File: src/hex_frame_xor_receive_check_unit_defines.svh
// ----------------------------------------------------------------------------
// hex frame xor receive check: assertion macros
// shared concurrent assertion forms used at the end of the top level
// ----------------------------------------------------------------------------
`ifndef HEX_FRAME_XOR_RECEIVE_CHECK_UNIT_DEFINES_SVH
`define HEX_FRAME_XOR_RECEIVE_CHECK_UNIT_DEFINES_SVH

// same-cycle implication, disabled while reset is asserted
`define HFXRC_ASSERT_NOW(label, clk, rstn, ante, cons) \
    label: assert property (@(posedge clk) disable iff (!(rstn)) (ante) |-> (cons)) \
        else $error("hfxrc same-cycle check failed");

// next-cycle implication, disabled while reset is asserted
`define HFXRC_ASSERT_NEXT(label, clk, rstn, ante, cons) \
    label: assert property (@(posedge clk) disable iff (!(rstn)) (ante) |=> (cons)) \
        else $error("hfxrc next-cycle check failed");

`endif

File: src/hfxrc_pkg.sv
// ----------------------------------------------------------------------------
// hfxrc_pkg
// character codes, result type and decode helpers for the frame checker
// ----------------------------------------------------------------------------
`default_nettype none

package hfxrc_pkg;

    localparam logic [7:0] OPEN_CHAR  = 8'h5B;  // '['
    localparam logic [7:0] CLOSE_CHAR = 8'h5D;  // ']'

    // position at which the frame, with its ']', reaches the minimum length
    localparam int unsigned MIN_CLOSE_POS = 3;

    typedef struct packed {
        logic frame_good;
        logic frame_closed;
    } hfxrc_result_t;

    // sign extension of a character into the 9-bit checksum domain
    function automatic logic [8:0] sext9(input logic [7:0] c);
        sext9 = {c[7], c};
    endfunction

    // uppercase hex digit, anything else reads as zero
    function automatic logic [3:0] hex_nibble(input logic [7:0] c);
        logic [7:0] d;
        d = 8'h00;
        if (c >= 8'h30 && c <= 8'h39) begin
            d = c - 8'h30;
        end else if (c >= 8'h41 && c <= 8'h46) begin
            d = c - 8'h37;
        end
        hex_nibble = d[3:0];
    endfunction

endpackage

`default_nettype wire

File: src/hex_frame_xor_receive_check_unit.sv
// ----------------------------------------------------------------------------
// hex frame xor receive check unit
// receive-side checker for '['...']' framed ascii-hex messages with an xor
// checksum, one flag pair per received character
// ----------------------------------------------------------------------------
//
//  channel   direction  payload                         transfer when
//  s_        in         s_rx_char[7:0]                  s_valid & s_ready
//  m_        out        m_frame_good, m_frame_closed    m_valid & m_ready
//
//  one character per cycle sustained while s_ready is high; its result, set by the
//  frame state update, is registered into the result or, on a stall, the skid register
//  a two-entry output (result register plus skid register) lets a character
//  be taken while one result waits; s_ready drops only when both are full
//  aresetn (synchronous, active low) clears the frame state and both entries
//
`default_nettype none

`include "hex_frame_xor_receive_check_unit_defines.svh"

module hex_frame_xor_receive_check_unit #(
    parameter int unsigned FRAME_LIMIT = 256
) (
    input  wire logic       aclk,
    input  wire logic       aresetn,
    input  wire logic       s_valid,
    output logic            s_ready,
    input  wire logic [7:0] s_rx_char,
    output logic            m_valid,
    input  wire logic       m_ready,
    output logic            m_frame_good,
    output logic            m_frame_closed
);

    import hfxrc_pkg::*;

    // position count holds 0 .. FRAME_LIMIT
    localparam int unsigned CNT_W = $clog2(FRAME_LIMIT + 1);

    // frame state
    logic [CNT_W-1:0] position_count_reg, position_count_next;
    logic             frame_open_reg, frame_open_next;
    logic [7:0]       older_char_reg, older_char_next;
    logic [7:0]       newer_char_reg, newer_char_next;
    logic [8:0]       running_xor_reg, running_xor_next;

    // output stage: result register and skid register
    logic          out_valid_reg, out_valid_next;
    hfxrc_result_t out_data_reg, out_data_next;
    logic          skid_valid_reg, skid_valid_next;
    hfxrc_result_t skid_data_reg, skid_data_next;

    logic             s_accept;
    logic             m_accept;
    logic             overflow;
    logic [CNT_W-1:0] count_eff;
    logic             open_eff;
    logic [8:0]       check_value;
    logic [8:0]       hex_value;
    hfxrc_result_t    new_result;

    assign s_ready  = !skid_valid_reg;
    assign s_accept = s_valid && s_ready;
    assign m_accept = out_valid_reg && m_ready;

    // overflow drops the open frame before the character is handled
    assign overflow  = position_count_reg >= CNT_W'(FRAME_LIMIT);
    assign count_eff = overflow ? '0 : position_count_reg;
    assign open_eff  = overflow ? 1'b0 : frame_open_reg;

    // with no payload between '[' and the checksum only position 1 is compared
    assign check_value = (count_eff == CNT_W'(MIN_CLOSE_POS)) ? sext9(older_char_reg)
                                                               : running_xor_reg;
    assign hex_value   = {1'b0, hex_nibble(older_char_reg), hex_nibble(newer_char_reg)};

    // per-character frame update
    always_comb begin
        position_count_next = position_count_reg;
        frame_open_next     = frame_open_reg;
        older_char_next     = older_char_reg;
        newer_char_next     = newer_char_reg;
        running_xor_next    = running_xor_reg;
        new_result          = '0;
        if (s_accept) begin
            position_count_next = count_eff;
            frame_open_next     = open_eff;
            if (s_rx_char == OPEN_CHAR) begin
                // restart: position 0 holds the '['
                position_count_next = CNT_W'(1);
                frame_open_next     = 1'b1;
                older_char_next     = '0;
                newer_char_next     = '0;
                running_xor_next    = '0;
            end else if (s_rx_char == CLOSE_CHAR) begin
                // a stray close changes nothing beyond the overflow drop
                if (open_eff) begin
                    new_result.frame_closed = 1'b1;
                    new_result.frame_good   = (count_eff >= CNT_W'(MIN_CLOSE_POS))
                                              && (hex_value == check_value);
                    position_count_next     = '0;
                    frame_open_next         = 1'b0;
                    older_char_next         = '0;
                    newer_char_next         = '0;
                    running_xor_next        = '0;
                end
            end else begin
                // the character leaving the two-character delay joins the xor
                if (count_eff >= CNT_W'(MIN_CLOSE_POS)) begin
                    running_xor_next = running_xor_reg ^ sext9(older_char_reg);
                end
                older_char_next     = newer_char_reg;
                newer_char_next     = s_rx_char;
                position_count_next = count_eff + CNT_W'(1);
            end
        end
    end

    // output stage steering
    always_comb begin
        out_valid_next  = out_valid_reg;
        out_data_next   = out_data_reg;
        skid_valid_next = skid_valid_reg;
        skid_data_next  = skid_data_reg;
        if (!out_valid_reg || m_accept) begin
            // result register free this cycle: skid first, else the new result
            if (skid_valid_reg) begin
                out_valid_next  = 1'b1;
                out_data_next   = skid_data_reg;
                skid_valid_next = 1'b0;
            end else begin
                out_valid_next = s_accept;
                out_data_next  = new_result;
            end
        end else if (s_accept) begin
            // result register held by a stalled sink
            skid_valid_next = 1'b1;
            skid_data_next  = new_result;
        end
    end

    always_ff @(posedge aclk) begin
        if (!aresetn) begin
            position_count_reg <= '0;
            frame_open_reg     <= 1'b0;
            older_char_reg     <= '0;
            newer_char_reg     <= '0;
            running_xor_reg    <= '0;
            out_valid_reg      <= 1'b0;
            skid_valid_reg     <= 1'b0;
        end else begin
            position_count_reg <= position_count_next;
            frame_open_reg     <= frame_open_next;
            older_char_reg     <= older_char_next;
            newer_char_reg     <= newer_char_next;
            running_xor_reg    <= running_xor_next;
            out_valid_reg      <= out_valid_next;
            skid_valid_reg     <= skid_valid_next;
        end
    end

    // payload registers carry no reset
    always_ff @(posedge aclk) begin
        out_data_reg  <= out_data_next;
        skid_data_reg <= skid_data_next;
    end

    assign m_valid        = out_valid_reg;
    assign m_frame_good   = out_data_reg.frame_good;
    assign m_frame_closed = out_data_reg.frame_closed;

    // skid entry is only ever filled behind a held result
    `HFXRC_ASSERT_NOW(a_skid_behind_out, aclk, aresetn, skid_valid_reg, out_valid_reg)
    // a good frame is always a closed frame
    `HFXRC_ASSERT_NOW(a_good_implies_closed, aclk, aresetn, out_valid_reg,
                      !out_data_reg.frame_good || out_data_reg.frame_closed)
    // a '[' transfer opens a fresh frame at position 1
    `HFXRC_ASSERT_NEXT(a_open_restarts, aclk, aresetn,
                       s_accept && (s_rx_char == OPEN_CHAR),
                       frame_open_reg && (position_count_reg == CNT_W'(1))
                       && (running_xor_reg == 9'd0))
    // a ']' transfer always leaves the frame closed
    `HFXRC_ASSERT_NEXT(a_close_shuts, aclk, aresetn,
                       s_accept && (s_rx_char == CLOSE_CHAR), !frame_open_reg)

endmodule

`default_nettype wire
File: config.mk
export PLATFORM = sky130hd
export DESIGN_NAME = hex_frame_xor_receive_check_unit
export DESIGN_NICKNAME = d
export VERILOG_FILES = /design/src/hfxrc_pkg.sv /design/src/hex_frame_xor_receive_check_unit.sv
export VERILOG_INCLUDE_DIRS = /design/src /design/src/src
export SDC_FILE = /design/constraint.sdc
export NUM_CORES = 1
export LEC_CHECK = 0
export BUFFER_PORTS_ARGS = -buffer_cell sky130_fd_sc_hd__buf_2
export CAP_MARGIN = 20
export CORE_ASPECT_RATIO = 0.75
export CORE_MARGIN = 4
export CORE_UTILIZATION = 35
export DETAILED_ROUTE_END_ITERATION = 16
export SLEW_MARGIN = 20
export SYNTH_ARGS = -nofsm -noshare
export SYNTH_HDL_FRONTEND = slang
export SYNTH_SLANG_ARGS = --single-unit
File: constraint.sdc
create_clock -name aclk -period 5.5 [get_ports aclk]
set_input_delay 0.55 -clock aclk [delete_from_list [all_inputs] [get_ports aclk]]
set_output_delay 0.55 -clock aclk [all_outputs]
set_load 0.02 [all_outputs]
==> results of run 1 <==
-- power by group --
group	leakage [nW]	internal (mW)	total (mW)	switching, mW
logic	0.633	0.0322	0.0752	0.0430
registers	0.343	0.310	0.323	0.0125
clock network	0.0542	0.114	0.218	0.104
total	1.03	0.456	0.616	0.160
-- cell type report --
cell class              count  area share, %
well taps                  84          3.857
clock inverters             1         0.1837
inverters                  11          1.515
multi-input cells         219          55.74
clock buffers               7          3.535
repair buffers             18          3.581
flip-flops and latches     41          31.59
-- cells in the mapped netlist (7+ instances only) --
cell / n / area share (%)
sky130_fd_sc_hd__xor2_1: 13 / 4.6
sky130_fd_sc_hd__nor2b_1: 20 / 5.1
sky130_fd_sc_hd__a21oi_1: 9 / 1.8
sky130_fd_sc_hd__dfxtp_1: 37 / 30
sky130_fd_sc_hd__nand2_1: 18 / 2.7
sky130_fd_sc_hd__clkbuf_1: 7 / 1.1
sky130_fd_sc_hd__mux2i_1: 18 / 7.3
sky130_fd_sc_hd__inv_1: 11 / 1.7
sky130_fd_sc_hd__a32oi_1: 7 / 2.5
sky130_fd_sc_hd__ha_1: 7 / 3.6
sky130_fd_sc_hd__nand2b_1: 10 / 2.5
sky130_fd_sc_hd__o21ai_0: 12 / 2.4
sky130_fd_sc_hd__nor2_1: 33 / 5.0
-- critical path, stage by stage, from the launching register on --
cell                       delay (ps)
sky130_fd_sc_hd__dfxtp_1          640
sky130_fd_sc_hd__nand2b_1         210
sky130_fd_sc_hd__inv_1             70
sky130_fd_sc_hd__ha_1             260
sky130_fd_sc_hd__and2_1           180
sky130_fd_sc_hd__a31o_1           350
sky130_fd_sc_hd__mux2i_1          190
sky130_fd_sc_hd__xor2_1           160
sky130_fd_sc_hd__or4_4            520
sky130_fd_sc_hd__o31ai_2          210
-- layer usage --
| metal | vias up | wire (um) | share of wire (%) |
|---|---|---|---|
| met5 | - | 0 | 0 |
| met4 | 0 | 56 | 1.0 |
| met3 | 4 | 284 | 5.2 |
| met2 | 55 | 2091 | 38 |
| met1 | 940 | 3020 | 55 |
| li1 | 1028 | - | - |
-- metrics by stage --
step,hold slack (ps),worst slack [ps],power [mW]
2_1_floorplan,478.4,3088,0.3813
3_3_place_gp,493.1,2705,0.4038
3_5_place_dp,508.7,2569,0.4050
4_1_cts,510.4,2550,0.6236
5_1_grt,525.6,2361,0.6476
6_report,518.4,2542,0.6156
-- worst max path at each step --
stage,cells past startpoint,to
after global routing,9,m_frame_good$_DFFE_PP_
after floorplan,10,m_frame_good$_DFFE_PP_
after CTS,9,m_frame_good$_DFFE_PP_
after global placement,9,m_frame_good$_DFFE_PP_
after detailed placement,9,m_frame_good$_DFFE_PP_
final,9,m_frame_good$_DFFE_PP_
-- cell families after synthesis --
group | Yosys count
xor+xnor | 17
fa+ha+maj | 7
flops | 41
mux | 19
simple gates | 113
compound gates | 63
buf+inv | 21
==> results.rst, run 1 <==
.. list-table::
   :header-rows: 1

   * - Metric
     - Value
   * - Run status
     - complete, no violations
   * - Met2 Resource Use GR
     - 19.46%
   * - Detailed-route wire length
     - 5.452 mm
   * - Fmax
     - 338.1 MHz
   * - Worst IR drop on VDD
     - 0.1203 mV
   * - Post-synthesis share of cell area spent on xor and xnor gates
     - 6.050%
   * - Cells after synthesis
     - 281
   * - Warnings, synthesis
     - 0
   * - Met3 Track Usage GR
     - 3.454%
   * - Total Die Area
     - 8451 um^2
   * - Max-capacitance violation count
     - 0
   * - Initial drt markers
     - 95
   * - Total of hold buffers inserted after clock tree synthesis
     - 0
   * - Sequential fraction of the synthesis area
     - between 30% and 40%
   * - Dominant combinational cell family by area after synthesis
     - simple AND/OR/NAND/NOR gates
   * - CTS-repair resized insts
     - 0
   * - First drt pass iteration count
     - 5
   * - Total number of placement rows
     - 26
   * - Synth-to-Final Area Change
     - 10.73%
   * - Combined area of the multi-input logic cells
     - around 1500 um^2
   * - Worst EP arrival
     - 3080 ps
   * - Setup slack of the most critical reg-to-reg path
     - 2540 ps
   * - Tightest Hold Check Type
     - in -> reg
   * - Core region area
     - approximately 7000 um^2
   * - Clock Sink Count
     - 41
   * - Number of nets with antenna violations after routing
     - 0
   * - Maximum clock insertion buffer count
     - 2
   * - Clock tree from TritonCTS
     - yes
   * - Compound-gate portion of the synthesized area
     - 18.05%
   * - Number of placed I/O pins
     - 16
   * - Half-perimeter wire length of the detailed placement result
     - 4.075 mm
   * - Distinct cell type count after synthesis
     - 59
   * - Leading cell type in the layout, fill and taps excluded
     - sky130_fd_sc_hd__dfxtp_1
   * - Power density over cell area
     - between 200 and 250 nW/um^2
   * - Number of cells in the finished layout apart from fillers
     - 381
   * - Worst hold stages
     - 3
   * - FF+latch count, synth
     - 41
   * - Leading register cell type out of synthesis
     - sky130_fd_sc_hd__dfxtp_1
   * - Average via count per standard cell
     - 5.320
   * - Pin count of the biggest net entering global routing
     - 22
   * - Via total after detailed routing
     - 2027
   * - Post-CTS Setup Repair Bufs
     - 0
   * - Type of the worst setup path
     - reg -> reg
   * - Wire length of the first global-routing pass
     - 9.390 mm
   * - Area after detailed placement
     - 2624 um^2
   * - R2R Path Start
     - position_count_reg[8]$_SDFFE_PN0P_
   * - Antenna cells
     - 0
   * - Detailed-route DRC error count
     - 0
   * - Crit start category
     - flop
   * - Final hold violations
     - 0
   * - Antenna violations before repair
     - 0
   * - Leakage component of the power
     - 1.030 nW
   * - Die width
     - roughly 100 um
   * - Worst Reg-to-Reg Cells
     - 9
   * - Final weighted congestion in routability-driven placement
     - 0.7929
   * - Clock buffers created by TritonCTS
     - 5
   * - Minimum clock period
     - between 2000 and 3000 ps
   * - Worst Clk Skew
     - about 7.7 ps
   * - Global routing usage on met1
     - 20.08%
   * - Starting Density
     - 36.03%
   * - Clock input transition at the sequential cells of the worst setup and hold paths
     - 80 ps
   * - Number of placed instances with taps included
     - between 300 and 400
   * - Final core utilization
     - between 30 and 40%
   * - Layout Nets
     - 315
   * - Vertical die dimension
     - 80.62 um
   * - Normalized max-slew margin
     - 48.22%
   * - Total standard cell area after synthesis
     - 2461 um^2
   * - Setup Total Neg Slack
     - 0 ps
   * - Setup repair after global routing missed its margin
     - false
   * - Number of global-route vias before repair
     - ~1900
   * - Count of flip-flops with a built-in enable after synthesis
     - 4
   * - Launching instance or port of the critical path
     - position_count_reg[8]$_SDFFE_PN0P_
   * - Number of input and output port buffers inserted
     - 15
   * - Finished Cell Area
     - 2725 um^2
   * - Worst-path fanout max
     - 16
   * - Busiest layer in global routing
     - met1
   * - Grt total ovfl
     - 0
   * - Fraction of final layout cells sized beyond drive strength 1
     - roughly 13%
   * - FF+latch area
     - between 800 and 900 um^2
   * - Synth Area in Simple Gates
     - between 20% and 30%
   * - Share of the cycle needed by the critical path after routing
     - a little over half
   * - Setup Viol. Count Final
     - 0
   * - Nature of the critical path endpoint
     - flop
   * - Multiplexer share of the synthesized area
     - 7.778%
   * - Number of levels the H-tree was split into
     - 2
   * - Reg-to-reg critical path endpoint
     - m_frame_good$_DFFE_PP_
   * - Fill cells
     - 705
   * - Fin. max-slew vios
     - 0
   * - Worst min-delay path startpoint
     - s_rx_char[3]
   * - Avg WL per Cell
     - 14.31 um
   * - Required @ worst endpoint
     - 5620 ps
   * - Mean area per synthesized cell
     - 8.758 um^2
   * - Root buf cell
     - sky130_fd_sc_hd__clkbuf_8
   * - Pin slew with the least headroom to its limit
     - 769.7 ps
   * - Highest-count cells in the layout ignoring fill and taps
     - sky130_fd_sc_hd__dfxtp_1, sky130_fd_sc_hd__nor2_1, sky130_fd_sc_hd__nor2b_1
   * - Arithmetic-cell share of the synthesized area counting full adders, half adders and majority gates
     - 3.559%
   * - Number of nets produced by synthesis
     - 300
   * - Clock latency on the worst-skew pair
     - about 290 ps
   * - Async set-or-reset flop fraction in the synthesized netlist
     - 0%
   * - Worst hold path endpoint
     - newer_char_reg[3]$_SDFFE_PN0P_
   * - Total track usage
     - 13.72%
(Power assumes the default switching activity.)
==> run 2: changes to the inputs <==
--- a/config.mk
+++ b/config.mk
@@ -6,6 +6,7 @@
 export SDC_FILE = /design/constraint.sdc
 export NUM_CORES = 1
 export LEC_CHECK = 0
+export ABC_AREA = 1
 export BUFFER_PORTS_ARGS = -buffer_cell sky130_fd_sc_hd__buf_2
 export CAP_MARGIN = 20
 export CORE_ASPECT_RATIO = 0.75
==> constraint.sdc (replaced) <==
create_clock -name aclk -period 2.9 [get_ports aclk]
set_input_delay 0.29 -clock aclk [delete_from_list [all_inputs] [get_ports aclk]]
set_output_delay 0.29 -clock aclk [all_outputs]
set_load 0.02 [all_outputs]
==> run 2 against run 1 <==
Core utilization rose by 0.57 points. Largest power group unchanged. Worst hold slack got worse by 270 ps. Clock skew rose by 2.5 ps. Sequential share of layout area fell by 1.0 points. Global-route usage rose by 1.1 points. Area after synthesis rose by 4.3%. Combinational power rose by 130%. Register-to-register slack got worse by 1900 ps. Count of clock-buffer cells in the layout fell by 2. Synthesized cell count rose by 37%. Maximum frequency rose by 30%. Via count rose by 18%.
==> results.rst, run 2 <==
.. list-table::
   :header-rows: 1

   * - Metric
     - Value
   * - Final weighted congestion in routability-driven placement
     - 0.9263 (+17%)
   * - Leading cell type in the layout, fill and taps excluded
     - sky130_fd_sc_hd__nand2_1
   * - Layout Nets
     - 420 (+33%)
   * - Final hold violations
     - 0 (unchanged)
   * - Minimum clock period
     - 2270 ps (-687.3 ps)
   * - Half-perimeter wire length of the detailed placement result
     - 4.750 mm (+17%)
   * - Vertical die dimension
     - 82.16 um (+1.9%)
   * - Worst Clk Skew
     - 10.25 ps (+2.504 ps)
   * - Worst EP arrival
     - 2410 ps (-670 ps)
   * - CP top delay family
     - simple AND/OR/NAND/NOR gates
   * - Total net switching power
     - 0.3601 mW (+130%)
   * - Cell occurring most often along the worst timing path
     - sky130_fd_sc_hd__nand2_1
   * - Number of input and output port buffers inserted
     - 15 (unchanged)
   * - Clock tree from TritonCTS
     - yes
   * - Setup slack after placement
     - 591.1 ps (-1978 ps)
   * - Total of hold buffers inserted after clock tree synthesis
     - 0 (unchanged)
   * - Total Die Area
     - 8780 um^2 (+3.9%)
   * - Final Worst Setup Slack
     - 629.7 ps (-1913 ps)
   * - Max-capacitance violation count
     - 0 (unchanged)
   * - Tightest Hold Check Type
     - in -> reg
   * - Combinational fraction of design power
     - 14.6% (+2.4 points)
   * - Post-CTS Setup Repair Bufs
     - 0 (unchanged)
   * - Antenna violations before repair
     - 0 (unchanged)
   * - Average via count per standard cell
     - 4.764 (-10%)
   * - Die width
     - 106.9 um (+2.0%)
   * - Count of flip-flops with a built-in enable after synthesis
     - 4 (unchanged)
   * - First drt pass iteration count
     - 4 (-1)
   * - Antenna cells
     - 0 (unchanged)
   * - Max incr delay on CP
     - 380 ps (-260 ps)
   * - Tot Pwr
     - 1.187 mW (+93%)
   * - CTS-repair resized insts
     - 0 (unchanged)
   * - Type of the worst setup path
     - reg -> reg
   * - Number of placed I/O pins
     - 16 (unchanged)
   * - Leading register cell type out of synthesis
     - sky130_fd_sc_hd__dfxtp_1
   * - Pin count of the biggest net entering global routing
     - 18 (-18%)
   * - Sequential fraction of the synthesis area
     - 33.54% (-1.4 points)
   * - Detailed-route wire length
     - 6.054 mm (+11%)
   * - Required @ worst endpoint
     - 3040 ps (-2580 ps)
   * - Crit-path cells
     - nor2_1, ha_1, inv_1, nor2_8, nand2_4, nand2_2, nand2_1, nand2_1, nand2_1, nor3b_1, nand2_1, nor3_2
   * - Clock input transition at the sequential cells of the worst setup and hold paths
     - 80 ps (about the same)
   * - Post-synth top cells
     - sky130_fd_sc_hd__nand2_1, sky130_fd_sc_hd__nor2_1, sky130_fd_sc_hd__inv_1
   * - Leading area contributor after synthesis
     - sky130_fd_sc_hd__dfxtp_1
   * - Worst IR drop on VDD
     - 0.1999 mV (+66%)
   * - Total standard cell area after synthesis
     - 2566 um^2 (+4.3%)
   * - Cell with the most instances after synthesis
     - sky130_fd_sc_hd__nand2_1
   * - Fin. max-slew vios
     - 0 (unchanged)
   * - Worst-path fanout max
     - 14 (-2)
   * - Net switching share of the total power
     - 30.35% (+4.4 points)
   * - Fmax
     - 440.5 MHz (+30%)
   * - Clock buffers created by TritonCTS
     - 5 (unchanged)
   * - Total number of placement rows
     - 26 (unchanged)
   * - Part of the total power dissipated in the clock network
     - 33.1% (-2.3 points)
   * - Slowest stage cell on the critical path
     - sky130_fd_sc_hd__dfxtp_1
   * - Clock Sink Count
     - 41 (unchanged)
   * - Total track usage
     - 14.83% (+1.1 points)
   * - Run status
     - complete, no violations
   * - Number of global-route vias before repair
     - 2175 (+14%)
   * - Warnings, synthesis
     - 0 (unchanged)
   * - Core region area
     - 6962 um^2 (+1.9%)
   * - Power density over cell area
     - 421.4 nW/um^2 (+87%)
   * - Crit start category
     - flop
   * - Internal power of the cells
     - 0.8266 mW (+81%)
   * - Synth top area share
     - 28.86% (-1.2 points)
   * - Nature of the critical path endpoint
     - flop
   * - Grt total ovfl
     - 0 (unchanged)
   * - Avg WL per Cell
     - 12.11 um (-15%)
   * - Highest-count cells in the layout ignoring fill and taps
     - sky130_fd_sc_hd__nand2_1, sky130_fd_sc_hd__nor2_1, sky130_fd_sc_hd__inv_1
   * - Detailed-route DRC error count
     - 0 (unchanged)
   * - Leakage component of the power
     - 1.265 nW (+23%)
   * - Fraction of final layout cells sized beyond drive strength 1
     - 10.20% (-3.3 points)
   * - Number of levels the H-tree was split into
     - 2 (unchanged)
   * - Normalized max-slew margin
     - 52.10% (+3.9 points)
   * - Starting Density
     - 36.86% (+0.84 points)
   * - Root buf cell
     - sky130_fd_sc_hd__clkbuf_8
   * - Async set-or-reset flop fraction in the synthesized netlist
     - 0% (unchanged)
   * - Number of nets produced by synthesis
     - 405 (+35%)
   * - Setup Total Neg Slack
     - 0 ps (unchanged)
   * - Relative contribution of sequential cells to total power
     - 52.3% (about the same)
   * - Via total after detailed routing
     - 2382 (+18%)
   * - Maximum clock insertion buffer count
     - 2 (unchanged)
   * - Number of nets with antenna violations after routing
     - 0 (unchanged)
   * - Pin slew with the least headroom to its limit
     - 715.9 ps (-53.77 ps)
   * - Distinct cell type count after synthesis
     - 35 (-41%)
   * - Cells after synthesis
     - 386 (+37%)
   * - Fill cells
     - 777 (+10%)
   * - Setup repair after global routing missed its margin
     - false
   * - FF+latch count, synth
     - 41 (unchanged)
   * - FF+latch area
     - 860.8 um^2 (unchanged)
   * - Mean area per synthesized cell
     - 6.648 um^2 (-24%)
   * - Synth-to-Final Area Change
     - 9.751%
   * - Share of the cycle needed by the critical path after routing
     - 78.28% (+25 points)
   * - Wire length of the first global-routing pass
     - 10.52 mm (+12%)
   * - Combined area of the multi-input logic cells
     - 1454 um^2 (-4.3%)
   * - Buf+Inv Stages, Crit Path
     - 1 (unchanged)
   * - Clock latency on the worst-skew pair
     - 300 ps (about the same)
   * - Initial drt markers
     - 158 (+66%)
   * - Top area cells in the synthesized netlist
     - sky130_fd_sc_hd__dfxtp_1, sky130_fd_sc_hd__nand2_1, sky130_fd_sc_hd__nor2_1
   * - Setup Viol. Count Final
     - 0 (unchanged)
==> run 2: changes by cell type in the layout (fill, tap and decap cells not counted), sizes merged, moves of 10 or more <==
| cell | change |
|---|---|
| nand3 | +35 |
| nand2b | -10 |
| nand2 | +83 |
| nor2 | +24 |
| mux2i | -18 |
| nor2b | -20 |
| a211oi | +13 |
| inv | +44 |
==> run 2: kinds of logic (layout without fill, tap and decap cells) <==
group / after synthesis / in the layout / synth area share (%)
AO/OA/AOI/OAI: 57 / 57 / 13.75
XOR/XNOR: 7 / 7 / 2.389
adder cells (fa/ha/maj): 7 / 7 / 3.413
buffers and inverters: 62 / 78 / 9.800
flip-flops: 41 / 41 / 33.54
AND/OR/NAND/NOR: 212 / 212 / 37.10
==> run 2: stage by stage <==
stage / instance area [um^2] / util, % / hold WS [ps] / cells
after floorplan: 2566 / - / 422.2 / 386
after global placement: 2723 / 39.11 / 456.2 / 492
after detailed placement: 2723 / 39.11 / 466.0 / 492
after CTS: 2816 / 40.46 / 243.6 / 500
after global routing: 2816 / 40.46 / 266.6 / 500
final: 2816 / 40.46 / 250.9 / 500
==> run 2: worst paths after layout <==
| path | start | slack, ps | depth (start not counted) | end |
|---|---|---|---|---|
| worst max-delay path | position_count_reg[8]$_SDFFE_PN0P_ | 630 | 12 | skid_data_reg[1]$_DFFE_PP_ |
| worst min-delay path | s_rx_char[1] | 250 | 3 | newer_char_reg[1]$_SDFFE_PN0P_ |
| worst max register to register | position_count_reg[8]$_SDFFE_PN0P_ | 630 | 12 | skid_data_reg[1]$_DFFE_PP_ |
| worst min register to register | position_count_reg[4]$_SDFFE_PN0P_ | 480 | 2 | position_count_reg[4]$_SDFFE_PN0P_ |
==> run 2: layer usage <==
layer / up-vias / track usage [%] / wire length (um)
li1: 1285 / - / -
met1: 1047 / 23.25 / 3472
met2: 43 / 20.48 / 2244
met3: 7 / 2.875 / 283
met4: 0 / 3.448 / 55
met5: - / 0 / 0
==> run 2: power groups by stage <==
stage | sequential (mW) | combinational (mW) | clock [mW]
2_1_floorplan | 0.627 | 0.129 | 0
3_3_place_gp | 0.633 | 0.171 | 0
3_5_place_dp | 0.633 | 0.172 | 0
4_1_cts | 0.620 | 0.172 | 0.406
5_1_grt | 0.624 | 0.199 | 0.433
6_report | 0.620 | 0.173 | 0.393
==> run 2: area by class of cell <==
class,instances,share of cell area [%]
Inverter,54,7.197
Clock inverter,3,0.8885
Timing Repair Buffer,16,2.932
Sequential cell,41,30.56
Clock buffer,5,2.443
Multi-Input combinational cell,283,51.62
Tap cell,98,4.354
==> run 2: worst min-delay path, delay by kind of cell <==
kind | cells | cell delay (ps)
compound gates | 1 | 50
buf+inv | 1 | 110
simple gates | 1 | 60
